File: config.mk
export PLATFORM = sky130hd
export DESIGN_NAME = socks5_udp_header_parser
export DESIGN_NICKNAME = d
export VERILOG_FILES = /design/src/design/sup_pkg.sv /design/src/design/sup_front.sv /design/src/design/sup_queue.sv /design/src/design/sup_back.sv /design/src/design/socks5_udp_header_parser.sv
export SDC_FILE = /design/constraint.sdc
export NUM_CORES = 1
export LEC_CHECK = 0
export ABC_AREA = 1
export BUFFER_PORTS_ARGS = -buffer_cell sky130_fd_sc_hd__buf_2
export CAP_MARGIN = 20
export CORE_ASPECT_RATIO = 0.8
export CORE_MARGIN = 5
export CORE_UTILIZATION = 45
export CTS_CLUSTER_SIZE = 10
export DETAILED_ROUTE_END_ITERATION = 7
export PLACE_DENSITY_LB_ADDON = 0.3
export REMOVE_ABC_BUFFERS = 1
export SLEW_MARGIN = 10
export SYNTH_ARGS = -nofsm -noshare
export SYNTH_HDL_FRONTEND = slang
export SYNTH_SLANG_ARGS = --single-unit
File: constraint.sdc
create_clock -name clock -period 10.8 [get_ports clock]
set_input_delay 2.16 -clock clock [delete_from_list [all_inputs] [get_ports clock]]
set_output_delay 2.16 -clock clock [all_outputs]
set_load 0.01 [all_outputs]
File: src/design/sup_pkg.sv
// ----------------------------------------------------------------------------
// sup_pkg
// Shared types and constants for the SOCKS5 UDP header parser.
// ----------------------------------------------------------------------------
package sup_pkg;

   // Configuration port
   localparam int unsigned CSR_INDEX_WIDTH = 2;
   localparam int unsigned CSR_DATA_WIDTH  = 64;

   localparam logic [CSR_INDEX_WIDTH-1:0] CSR_SERVER_NAME_LENGTH = 2'd0;
   localparam logic [CSR_INDEX_WIDTH-1:0] CSR_SERVER_NAME_FIRST  = 2'd1;
   localparam logic [CSR_INDEX_WIDTH-1:0] CSR_SERVER_NAME_SECOND = 2'd2;

   // Verdict codes
   localparam logic [1:0] VERDICT_OK          = 2'd0;
   localparam logic [1:0] VERDICT_INVALID     = 2'd1;
   localparam logic [1:0] VERDICT_UNSUPPORTED = 2'd2;

   // Address type codes from the header
   localparam logic [7:0] ATYP_V4   = 8'd1;
   localparam logic [7:0] ATYP_NAME = 8'd3;
   localparam logic [7:0] ATYP_V6   = 8'd4;

   localparam logic [7:0] V4_ADDR_BYTES = 8'd4;
   localparam logic [7:0] V6_ADDR_BYTES = 8'd16;
   localparam int unsigned NAME_SLOTS   = 16;

   // Result queue between the parser and the output stage
   localparam int unsigned QUEUE_DEPTH     = 4;
   localparam int unsigned QUEUE_PTR_WIDTH = 2;

   typedef enum logic [1:0] {
      PHASE_HEADER,
      PHASE_PAYLOAD,
      PHASE_DROP
   } phase_type;

   typedef struct packed {
      logic [7:0] in_byte;
      logic       in_last;
   } req_type;

   typedef struct packed {
      logic        res_kind;
      logic [1:0]  verdict;
      logic        target_kind;
      logic        addr_family;
      logic [63:0] addr_upper;
      logic [63:0] addr_lower;
      logic [15:0] dest_port;
      logic [7:0]  payload_byte;
      logic        res_last;
   } rsp_type;

   typedef struct packed {
      logic full;
      logic empty;
   } queue_status_type;

endpackage

File: src/design/sup_front.sv
// ----------------------------------------------------------------------------
// sup_front
// Header parser: takes one datagram byte per cycle while the result queue is not
// full, tracks the header fields and pushes verdicts and payload bytes into that queue.
// ----------------------------------------------------------------------------
module sup_front import sup_pkg::*; #(
   parameter int unsigned MAX_SERVER_NAME = 16
) (
   input  logic                       clock,
   input  logic                       reset,
   input  logic                       csr_write,
   input  logic [CSR_INDEX_WIDTH-1:0] csr_index,
   input  logic [CSR_DATA_WIDTH-1:0]  csr_wdata,
   input  logic                       req_valid,
   input  req_type                    req_data,
   output logic                       req_stall,
   input  queue_status_type           q_stat,
   output logic                       push,
   output rsp_type                    push_data
);

   logic [4:0]  name_len_ff;
   logic [63:0] name_first_ff;
   logic [63:0] name_second_ff;

   phase_type   phase_ff, phase_in;
   logic [8:0]  pos_ff, pos_in;
   logic [7:0]  atype_ff, atype_in;
   logic [7:0]  len_ff, len_in;
   logic [63:0] shift_hi_ff, shift_hi_in;
   logic [63:0] shift_lo_ff, shift_lo_in;
   logic [15:0] port_ff, port_in;
   logic        nm_ff, nm_in;
   logic [1:0]  pend_ff, pend_in;

   logic        accept;
   logic [7:0]  b;
   logic        is_name;
   logic [9:0]  base;
   logic [9:0]  addr_end;
   logic [9:0]  pos_ext;
   logic [8:0]  name_idx;
   logic [63:0] sel_word;
   logic [7:0]  srv_byte;
   logic        name_ok;
   logic [15:0] port_new;
   logic        server;
   logic        finish_ok;
   logic [1:0]  finish_code;
   logic        v4_mapped;
   logic        hdr_fail;
   logic        hdr_done;
   logic [1:0]  fail_code;

   assign req_stall = q_stat.full;
   assign accept    = req_valid && !q_stat.full;
   assign b         = req_data.in_byte;

   assign is_name  = (atype_ff == ATYP_NAME);
   assign base     = is_name ? 10'd5 : 10'd4;
   assign addr_end = base + {2'b00, len_ff};
   assign pos_ext  = {1'b0, pos_ff};
   assign name_idx = pos_ff - base[8:0];
   assign sel_word = name_idx[3] ? name_second_ff : name_first_ff;
   assign srv_byte = sel_word[{3'd7 - name_idx[2:0], 3'b000} +: 8];
   assign name_ok  = (name_idx < 9'(NAME_SLOTS)) && (name_idx < 9'(MAX_SERVER_NAME))
                     && (srv_byte == b);
   assign port_new = {port_ff[7:0], b};

   // A name target is the tunnel server when empty or equal to the configured name.
   assign server = (len_ff == 8'd0) ||
                   (nm_ff && (name_len_ff <= 5'(MAX_SERVER_NAME)) &&
                    (len_ff == {3'b000, name_len_ff}));
   assign finish_ok   = (port_new != 16'd0) && (!is_name || server);
   assign finish_code = (port_new == 16'd0) ? VERDICT_INVALID : VERDICT_UNSUPPORTED;
   assign v4_mapped   = (shift_hi_ff == 64'd0) && (shift_lo_ff[63:32] == 32'h0000_FFFF);

   // Header field tracking.
   always_comb begin
      pos_in      = pos_ff;
      atype_in    = atype_ff;
      len_in      = len_ff;
      shift_hi_in = shift_hi_ff;
      shift_lo_in = shift_lo_ff;
      port_in     = port_ff;
      nm_in       = nm_ff;
      pend_in     = pend_ff;
      hdr_fail    = 1'b0;
      hdr_done    = 1'b0;
      fail_code   = VERDICT_INVALID;
      if (accept && phase_ff == PHASE_HEADER) begin
         pos_in = pos_ff + 9'd1;
         if (pos_ff < 9'd2) begin
            if (b != 8'd0) begin
               pend_in = VERDICT_INVALID;
            end
         end else if (pos_ff == 9'd2) begin
            if (b != 8'd0 && pend_ff == VERDICT_OK) begin
               pend_in = VERDICT_UNSUPPORTED;
            end
         end else if (pos_ff == 9'd3) begin
            atype_in = b;
            if (pend_ff != VERDICT_OK) begin
               hdr_fail  = 1'b1;
               fail_code = pend_ff;
            end else begin
               case (b)
                  ATYP_V4: begin
                     len_in = V4_ADDR_BYTES;
                  end
                  ATYP_V6: begin
                     len_in = V6_ADDR_BYTES;
                  end
                  ATYP_NAME: begin
                  end
                  default: begin
                     hdr_fail  = 1'b1;
                     fail_code = VERDICT_UNSUPPORTED;
                  end
               endcase
            end
         end else if (is_name && pos_ff == 9'd4) begin
            len_in = b;
         end else if (pos_ext < addr_end) begin
            if (is_name) begin
               if (!name_ok) begin
                  nm_in = 1'b0;
               end
            end else begin
               shift_hi_in = {shift_hi_ff[55:0], shift_lo_ff[63:56]};
               shift_lo_in = {shift_lo_ff[55:0], b};
            end
         end else begin
            port_in = port_new;
            if (pos_ext == addr_end + 10'd1) begin
               hdr_done = 1'b1;
            end
         end
         // The datagram ended before the header was complete.
         if (req_data.in_last && !hdr_fail && !hdr_done) begin
            hdr_fail  = 1'b1;
            fail_code = VERDICT_INVALID;
         end
      end
      if (accept && req_data.in_last) begin
         pos_in      = 9'd0;
         atype_in    = 8'd0;
         len_in      = 8'd0;
         shift_hi_in = 64'd0;
         shift_lo_in = 64'd0;
         port_in     = 16'd0;
         nm_in       = 1'b1;
         pend_in     = VERDICT_OK;
      end
   end

   // Packet phase next state.
   always_comb begin
      phase_in = phase_ff;
      if (accept) begin
         if (req_data.in_last) begin
            phase_in = PHASE_HEADER;
         end else if (phase_ff == PHASE_HEADER) begin
            if (hdr_fail) begin
               phase_in = PHASE_DROP;
            end else if (hdr_done) begin
               phase_in = finish_ok ? PHASE_PAYLOAD : PHASE_DROP;
            end
         end
      end
   end

   // Result item for the queue.
   always_comb begin
      push      = accept && (phase_ff == PHASE_PAYLOAD || hdr_fail || hdr_done);
      push_data = '0;
      push_data.res_last = req_data.in_last;
      if (phase_ff == PHASE_PAYLOAD) begin
         push_data.res_kind     = 1'b1;
         push_data.payload_byte = b;
      end else if (hdr_fail) begin
         push_data.verdict = fail_code;
      end else if (hdr_done) begin
         if (!finish_ok) begin
            push_data.verdict = finish_code;
         end else begin
            push_data.verdict   = VERDICT_OK;
            push_data.dest_port = port_new;
            if (is_name) begin
               push_data.target_kind = 1'b1;
            end else if (atype_ff == ATYP_V4 || v4_mapped) begin
               push_data.addr_lower = {32'd0, shift_lo_ff[31:0]};
            end else begin
               push_data.addr_family = 1'b1;
               push_data.addr_upper  = shift_hi_ff;
               push_data.addr_lower  = shift_lo_ff;
            end
         end
      end
   end

   always_ff @(posedge clock) begin
      if (reset) begin
         name_len_ff    <= 5'd0;
         name_first_ff  <= 64'd0;
         name_second_ff <= 64'd0;
      end else if (csr_write) begin
         case (csr_index)
            CSR_SERVER_NAME_LENGTH: begin
               name_len_ff <= csr_wdata[4:0];
            end
            CSR_SERVER_NAME_FIRST: begin
               name_first_ff <= csr_wdata;
            end
            CSR_SERVER_NAME_SECOND: begin
               name_second_ff <= csr_wdata;
            end
            default: begin
            end
         endcase
      end
   end

   always_ff @(posedge clock) begin
      if (reset) begin
         phase_ff    <= PHASE_HEADER;
         pos_ff      <= 9'd0;
         atype_ff    <= 8'd0;
         len_ff      <= 8'd0;
         shift_hi_ff <= 64'd0;
         shift_lo_ff <= 64'd0;
         port_ff     <= 16'd0;
         nm_ff       <= 1'b1;
         pend_ff     <= VERDICT_OK;
      end else begin
         phase_ff    <= phase_in;
         pos_ff      <= pos_in;
         atype_ff    <= atype_in;
         len_ff      <= len_in;
         shift_hi_ff <= shift_hi_in;
         shift_lo_ff <= shift_lo_in;
         port_ff     <= port_in;
         nm_ff       <= nm_in;
         pend_ff     <= pend_in;
      end
   end

endmodule

File: src/design/sup_queue.sv
// ----------------------------------------------------------------------------
// sup_queue
// Short result queue between the header parser and the output stage.
// ----------------------------------------------------------------------------
module sup_queue import sup_pkg::*; (
   input  logic             clock,
   input  logic             reset,
   input  logic             push,
   input  rsp_type          push_data,
   input  logic             pop,
   output rsp_type          head,
   output queue_status_type q_stat
);

   rsp_type                    entries_ff [QUEUE_DEPTH];
   logic [QUEUE_PTR_WIDTH-1:0] wr_ptr_ff, wr_ptr_in;
   logic [QUEUE_PTR_WIDTH-1:0] rd_ptr_ff, rd_ptr_in;
   logic [QUEUE_PTR_WIDTH:0]   count_ff, count_in;

   assign q_stat.full  = (count_ff == (QUEUE_PTR_WIDTH+1)'(QUEUE_DEPTH));
   assign q_stat.empty = (count_ff == '0);
   assign head         = entries_ff[rd_ptr_ff];

   always_comb begin
      wr_ptr_in = push ? wr_ptr_ff + 1'b1 : wr_ptr_ff;
      rd_ptr_in = pop ? rd_ptr_ff + 1'b1 : rd_ptr_ff;
      count_in  = count_ff;
      if (push && !pop) begin
         count_in = count_ff + 1'b1;
      end else if (pop && !push) begin
         count_in = count_ff - 1'b1;
      end
   end

   always_ff @(posedge clock) begin
      if (push) begin
         entries_ff[wr_ptr_ff] <= push_data;
      end
   end

   always_ff @(posedge clock) begin
      if (reset) begin
         wr_ptr_ff <= '0;
         rd_ptr_ff <= '0;
         count_ff  <= '0;
      end else begin
         wr_ptr_ff <= wr_ptr_in;
         rd_ptr_ff <= rd_ptr_in;
         count_ff  <= count_in;
      end
   end

endmodule

File: src/design/sup_back.sv
// ----------------------------------------------------------------------------
// sup_back
// Output stage: moves queued results into the result register and holds
// them while the receiver stalls.
// ----------------------------------------------------------------------------
module sup_back import sup_pkg::*; (
   input  logic             clock,
   input  logic             reset,
   input  queue_status_type q_stat,
   input  rsp_type          head,
   output logic             pop,
   output logic             rsp_valid,
   output rsp_type          rsp_data,
   input  logic             rsp_stall
);

   logic    valid_ff, valid_in;
   rsp_type data_ff;

   // The register is refilled when empty or when its result transfers this cycle.
   assign pop       = !q_stat.empty && (!valid_ff || !rsp_stall);
   assign valid_in  = pop || (valid_ff && rsp_stall);
   assign rsp_valid = valid_ff;
   assign rsp_data  = data_ff;

   always_ff @(posedge clock) begin
      if (pop) begin
         data_ff <= head;
      end
   end

   always_ff @(posedge clock) begin
      if (reset) begin
         valid_ff <= 1'b0;
      end else begin
         valid_ff <= valid_in;
      end
   end

endmodule

File: src/design/socks5_udp_header_parser.sv
// ----------------------------------------------------------------------------
// socks5_udp_header_parser
// Parses the SOCKS5 UDP request header of each datagram and forwards payload.
// ----------------------------------------------------------------------------
// One datagram byte is taken per cycle, and a byte can follow in every cycle.
// The parser gives one verdict per datagram (when the header is complete,
// when it fails, or on the final byte of a short datagram) and then passes
// payload bytes through after an ok verdict. A result is written into a
// four-entry result queue at the edge that accepts its byte, and from
// there it moves into the output register, from which it transfers on rsp.
// The input stalls only while that queue is full, which happens when the
// result side stalls.
module socks5_udp_header_parser import sup_pkg::*; #(
   parameter int unsigned MAX_SERVER_NAME = 16
) (
   input  logic                       clock,
   input  logic                       reset,
   input  logic                       csr_write,
   input  logic [CSR_INDEX_WIDTH-1:0] csr_index,
   input  logic [CSR_DATA_WIDTH-1:0]  csr_wdata,
   input  logic                       req_valid,
   input  req_type                    req_data,
   output logic                       req_stall,
   output logic                       rsp_valid,
   output rsp_type                    rsp_data,
   input  logic                       rsp_stall
);

   queue_status_type q_stat;
   logic             push;
   rsp_type          push_data;
   logic             pop;
   rsp_type          head;

   sup_front #(
      .MAX_SERVER_NAME(MAX_SERVER_NAME)
   ) u_front (
      .clock     (clock),
      .reset     (reset),
      .csr_write (csr_write),
      .csr_index (csr_index),
      .csr_wdata (csr_wdata),
      .req_valid (req_valid),
      .req_data  (req_data),
      .req_stall (req_stall),
      .q_stat    (q_stat),
      .push      (push),
      .push_data (push_data)
   );

   sup_queue u_queue (
      .clock     (clock),
      .reset     (reset),
      .push      (push),
      .push_data (push_data),
      .pop       (pop),
      .head      (head),
      .q_stat    (q_stat)
   );

   sup_back u_back (
      .clock     (clock),
      .reset     (reset),
      .q_stat    (q_stat),
      .head      (head),
      .pop       (pop),
      .rsp_valid (rsp_valid),
      .rsp_data  (rsp_data),
      .rsp_stall (rsp_stall)
   );

endmodule

==> results of run 1 <==
layout make-up:
class / count / share of cell area [%]
Inverter: 248 / 1.97
Timing Repair Buffer: 277 / 3.16
Sequential cell: 1097 / 61.9
Clock buffer: 215 / 7.03
Multi-Input combinational cell: 2236 / 22.5
Clock inverter: 6 / 0.231
Tap cell: 1224 / 3.17
Antenna cell: 5 / 0.0259
where the power goes:
group / internal, W / switching (W)
Clock: 0.00212 / 0.00157
Combinational: 0.000710 / 0.00186
Sequential: 0.00524 / 0.000230
placed cells by master, fill, tap and decap left out, types with 56 or more instances in the layout:
cell type,instances
edfxtp_1,790
nor2_1,706
o21ai_0,617
dfxtp_1,305
buf_2,239
inv_1,228
a21oi_1,205
nand2_1,202
o22ai_1,160
nand3_1,127
clkbuf_16,121
clkbuf_1,93
o211ai_1,56
state kept, by name, indices dropped and copies added, names as in the netlist:
register,flops
u_queue.entries_ff,632
u_queue.rd_ptr_ff,2
u_front.len_ff,8
u_front.name_first_ff,64
u_front.pos_ff,9
u_front.name_len_ff,5
u_back.rsp_data,158
u_front.pend_ff,2
u_front.shift_lo_ff,64
u_queue.wr_ptr_ff,2
u_front.port_ff,8
u_back.rsp_valid,1
u_front.shift_hi_ff,64
u_front.phase_ff,2
u_queue.count_ff,3
u_front.name_second_ff,64
u_front.atype_ff,8
u_front.nm_ff,1
tightest hold or removal path, stage by stage, from the launching register on:
cell     delay [ps]
dfxtp_1         290
inv_1            60
a21oi_1          50
stage by stage:
step	utilization, %	instance area, um2
after floorplan	-	41600
after global placement	47.8	44700
after detailed placement	47.8	44700
after CTS	51.6	48200
after global routing	51.6	48200
final	51.6	48200
logic make-up after synthesis:
logic type	count (synthesis)	synth area share (%)
compound gates	1059	13.4
xor+xnor	7	0.144
fa+ha+maj	24	0.723
buf+inv	487	4.43
flops	1097	70.2
simple gates	1146	11.1
worst min-delay path by stage:
stage,from,to,slack (ps),cells past startpoint
after global placement,u_front.name_first_ff[56],u_front.name_first_ff[56],440,2
after CTS,u_front.name_second_ff[18],u_front.name_second_ff[18],450,2
after global routing,u_front.name_second_ff[48],u_front.name_second_ff[48],470,2
after detailed placement,u_front.name_second_ff[18],u_front.name_second_ff[18],440,2
final,u_front.name_first_ff[62],u_front.name_first_ff[62],450,2
after floorplan,u_front.nm_ff,u_front.nm_ff,420,2
routing by layer:
metal / track usage, % / vias to the layer above / wire length (um)
met4: 4.71 / 2 / 2120
li1: - / 13859 / -
met5: 0 / - / 13
met1: 28.2 / 13998 / 46900
met3: 3.34 / 151 / 5680
met2: 31.6 / 766 / 47500
==> flow_metrics.env, run 1 <==
export IMPL_netlist_area_um2=42600
export IMPL_start_kind="flop"
export IMPL_nFillCells=8150
export IMPL_status="finished clean"
export IMPL_endpoint_kind="flop"
export IMPL_crit_type="reg2reg"
export IMPL_crit_arrival_ps=6060
export IMPL_worst_path_max_fanout=52
export IMPL_drt_first_iter_violations=2652
export IMPL_startpoint="u_front.atype_ff[7]"
export IMPL_cp_depth=24
export IMPL_synth_edff_count=790
export IMPL_final_seq_area_um2=29900
export IMPL_async_reset_ff_share_pct=0
export IMPL_reg2reg_depth=24
export IMPL_worst_pin_slew_ps=1060
export IMPL_clkTransAtPathRegs_ps=60
export IMPL_post_layout_total_power_w=0.0117
export IMPL_multiInputGateArea_um2=10800
export IMPL_slew_violations=0
export IMPL_rows=100
export IMPL_crit_family="simple AND/OR/NAND/NOR gates"
export IMPL_cp_slowest_stage_delay_ps=740
export IMPL_hp_class="reg2reg"
export IMPL_cts_resized=0
export IMPL_drv_cap=0
export IMPL_ys_seq_area_share_pct=70.2
export IMPL_port_buffers=239
export IMPL_synth_top_cell_area_share_pct=55.7
export IMPL_grt_pass1_vias=27388
export IMPL_start_util_pct=45.5
export IMPL_rsz0062_at_grt="no"
export IMPL_die_area_um2=101000
export IMPL_grt_max_degree=159
export IMPL_cts_setup_buffers=0
export IMPL_path_cells="nor2_1, nand2_1, nor2_1, ha_1, ha_1, nor2_1, nor2_2, nand3_1, nand2_1, ha_1, and3_1, o211ai_1, nand3_1, nand3_1, nor2_1, nand3_1, nand2_1, nand2_1, nand2_4, nand3_1, nand2_1, nor2_4, buf_4, buf_4"
export IMPL_critPathBufInv=2
export IMPL_synthTopCellsByCount="edfxtp_1 (790), nor2_1 (710), o21ai_0 (617), dfxtp_1 (307), inv_1 (234)"
export IMPL_die_h_um=285
export IMPL_fin_cells=5308
export IMPL_synth_area_top_cells="edfxtp_1 (56%), dfxtp_1 (14%), o21ai_0 (7.3%)"
export IMPL_viasPerCell=5.42
export IMPL_wirelength_um=102000
export IMPL_dp_hpwl_um=59400
export IMPL_cp_endpoint="u_queue.entries_ff[3][143]"
export IMPL_ys_types=45
export IMPL_cts_tree="yes"
export IMPL_cts_root_buf="clkbuf_16"
export IMPL_skew_ps=34.3
export IMPL_rr_endpoint="u_queue.entries_ff[3][143]"
export IMPL_r2r_slack_ps=5040
export IMPL_grt_pass1_wl_um=159000
export IMPL_finalSetupViolations=0
export IMPL_drive_gt1_share_pct=11.6
export IMPL_p_leak_nw=16.8
export IMPL_yosysTopAreaCell="edfxtp_1"
export IMPL_yosysMostFrequentCell="edfxtp_1"
export IMPL_hold_viol=0
export IMPL_syn_avg_cell_area_um2=11.1
export IMPL_drc=0
export IMPL_cts_sink_count=1097
export IMPL_cts_buffer_depth=3
export IMPL_yosys_register_bits=1097
export IMPL_relSlewSlack_pct=29.5
export IMPL_die_w_um=354
export IMPL_insertion_delay_ps=700
export IMPL_h_tree_depth=3
export IMPL_synthCells=3820
export IMPL_holdWs_ps=454
export IMPL_max_clock_freq_mhz=173
export IMPL_dr_pass1_iters=6
export IMPL_cts_buffers=120
export IMPL_pre_cts_ws_ps=4890
export IMPL_core_area_um2=93500
export IMPL_period_needed_ps=5760
export IMPL_yosys_warnings=0
export IMPL_ir_drop_uv=192
export IMPL_cp_slowest_cell="buf_4"
export IMPL_timing_rr_start="u_front.atype_ff[7]"
export IMPL_power_density_nw_per_um2=243
export IMPL_overflow=0
export IMPL_boundaryPins=240
export IMPL_antenna_found_initial=6
export IMPL_fin_crit_sh_pct=53.4
export IMPL_areaGrowthSynthToFinish_pct=13.4
export IMPL_tns_ps=0
export IMPL_routedWlPerCell_um=19.3
export IMPL_dp_cells=5081
export IMPL_vias=28776
export IMPL_final_nets=4084
export IMPL_hold_buffers=0
export IMPL_crit_required_ps=11100
export IMPL_ant_nets=0
export IMPL_routabilityCongestion=0.817
export IMPL_setup_slack_ps=5040
export IMPL_ys_flop_type="edfxtp_1"
export IMPL_grt_util_all_layers_pct=19.7
Note: power is estimated with default switching activity, not from simulation.
==> run 2, diff against run 1 <==
==> constraint.sdc (replaced) <==
create_clock -name clock -period 4.8 [get_ports clock]
set_input_delay 0.96 -clock clock [delete_from_list [all_inputs] [get_ports clock]]
set_output_delay 0.96 -clock clock [all_outputs]
set_load 0.01 [all_outputs]
==> flow_metrics.env, run 2 (same netlist as run 1, synthesis figures left out) <==
export IMPL_overflow=0
export IMPL_fin_cells=5333
export IMPL_dp_cells=5103
export IMPL_fin_crit_sh_pct=91.7
export IMPL_clkTransAtPathRegs_ps=60
export IMPL_insertion_delay_ps=710
export IMPL_antenna_found_initial=9
export IMPL_cts_buffers=121
export IMPL_hp_class="reg2reg"
export IMPL_cts_tree="yes"
export IMPL_cts_sink_count=1097
export IMPL_cp_slowest_cell="buf_12"
export IMPL_p_comb_share_pct=21.9
export IMPL_die_h_um=285
export IMPL_p_leak_nw=17.0
export IMPL_drive_gt1_share_pct=12.3
export IMPL_dr_pass1_iters=6
export IMPL_cp_slowest_stage_delay_ps=440
export IMPL_viasPerCell=5.42
export IMPL_fin_area_um2=48800
export IMPL_port_buffers=239
export IMPL_p_sw_w=0.00826
export IMPL_period_needed_ps=4400
export IMPL_top_register="u_queue.entries_ff"
export IMPL_wirelength_um=104000
export IMPL_grt_pass1_vias=27369
export IMPL_start_util_pct=45.5
export IMPL_power_density_nw_per_um2=544
export IMPL_cts_setup_buffers=0
export IMPL_hold_viol=0
export IMPL_routedWlPerCell_um=19.4
export IMPL_rsz0062_at_grt="no"
export IMPL_final_nets=4108
export IMPL_cts_root_buf="clkbuf_16"
export IMPL_grt_util_all_layers_pct=20.0
export IMPL_intPower_w=0.0183
export IMPL_rows=100
export IMPL_final_cell_mix="edfxtp_1 (790), nor2_1 (705), o21ai_0 (617), dfxtp_1 (305), buf_2 (239)"
export IMPL_hold_buffers=0
export IMPL_slew_violations=0
export IMPL_status="finished clean"
export IMPL_finalSetupViolations=0
export IMPL_cts_buffer_depth=3
export IMPL_tns_ps=0
export IMPL_boundaryPins=240
export IMPL_start_kind="flop"
export IMPL_clkPwrFrac_pct=31.6
export IMPL_dp_hpwl_um=61400
export IMPL_crit_family="simple AND/OR/NAND/NOR gates"
export IMPL_ir_drop_uv=628
export IMPL_die_w_um=354
export IMPL_max_clock_freq_mhz=227
export IMPL_die_area_um2=101000
export IMPL_skew_ps=56.5
export IMPL_h_tree_depth=3
export IMPL_path_cells="nor2_1, nand2_1, nor2_4, ha_1, ha_1, nor2_1, nor2_2, nand3_1, nand2_1, ha_1, and3_1, o211ai_1, nand3_2, nand3_1, nor2_1, nand3_1, nand2_1, nand2_1, nand2_4, nand3_1, nand2_1, buf_4, nor2_4, buf_12"
export IMPL_areaGrowthSynthToFinish_pct=14.6
export IMPL_drt_first_iter_violations=2349
export IMPL_min_from="u_front.name_first_ff[14]"
export IMPL_final_common_cell="edfxtp_1"
export IMPL_routabilityCongestion=0.893
export IMPL_drv_cap=0
export IMPL_p_sw_share_pct=31.1
export IMPL_crit_top_cell="nand2_1"
export IMPL_startpoint="u_front.atype_ff[5]"
export IMPL_crit_arrival_ps=4710
export IMPL_p_seq_share_pct=46.5
export IMPL_worst_path_max_fanout=83
export IMPL_grt_pass1_wl_um=160000
export IMPL_critPathBufInv=2
export IMPL_ant_nets=0
export IMPL_crit_required_ps=5110
export IMPL_timing_rr_start="u_front.atype_ff[5]"
export IMPL_crit_type="reg2reg"
export IMPL_core_area_um2=93500
export IMPL_vias=28916
export IMPL_post_layout_total_power_w=0.0265
export IMPL_placed_area_um2=45100
export IMPL_endpoint_kind="flop"
export IMPL_worst_pin_slew_ps=1040
export IMPL_holdWs_ps=452
export IMPL_drc=0
export IMPL_grt_max_degree=184
export IMPL_relSlewSlack_pct=30.4
export IMPL_largest_reg_flops=632
export IMPL_cts_resized=0
==> run 2: changes by cell type in the layout (fill, tap and decap cells not counted), moves of 2 or more <==
cell / change
inv_2: +2
buf_12: +20
clkbuf_16: +2
clkinv_16: +3
diode_2: -2
buf_4: +2
==> run 2: tightest hold or removal path: cells and delay by family (launching register included) <==
kind	cells	cell delay [ps]
buffers and inverters	1	60
AOI/OAI and AO/OA	1	50
DFF	1	300
==> run 2: path summary, 6_finish.rpt <==
check	to	slack [ps]	depth (start not counted)
worst min register to register	u_front.name_first_ff[14]	450	2
worst max-delay path	u_queue.entries_ff[0][38]	400	24
worst min-delay path	u_front.name_first_ff[14]	450	2
worst max register to register	u_queue.entries_ff[0][38]	400	24
==> run 2: per-stage QoR <==
step           setup slack, ps  utilization, %
3_5_place_dp               253            48.3
5_1_grt                   26.5            52.2
3_3_place_gp               329            48.3
6_report                   401            52.2
4_1_cts                    195            52.1
2_1_floorplan            -7870               -
==> run 2: routing by layer <==
layer | part of all wire [%] | vias up | routed length, um | global-route usage, %
met5 | 0.014 | - | 14 | 0
met4 | 2.0 | 2 | 2060 | 4.89
met3 | 6.5 | 145 | 6720 | 4.03
met2 | 47 | 822 | 48700 | 32.2
met1 | 45 | 14043 | 46100 | 28.2
li1 | - | 13904 | - | -
==> run 2: final cells by class <==
class	count	area (um2)
timing repair buffer	300	1970
clock inverter	8	156
clock buffer	217	3440
inverter	248	948
tap	1224	1530
multi-input combinational	2236	10900
sequential	1097	29900
antenna	3	7.51
fill	8009	44700
==> run 2: power groups by stage <==
| stage | Combinational (W) | Sequential [W] | Clock (W) |
|---|---|---|---|
| after detailed placement | 0.00587 | 0.0125 | 0 |
| after CTS | 0.00591 | 0.0124 | 0.00855 |
| after floorplan | 0.00281 | 0.0131 | 0 |
| after global routing | 0.00647 | 0.0125 | 0.00899 |
| after global placement | 0.00585 | 0.0125 | 0 |
| final | 0.00580 | 0.0123 | 0.00839 |
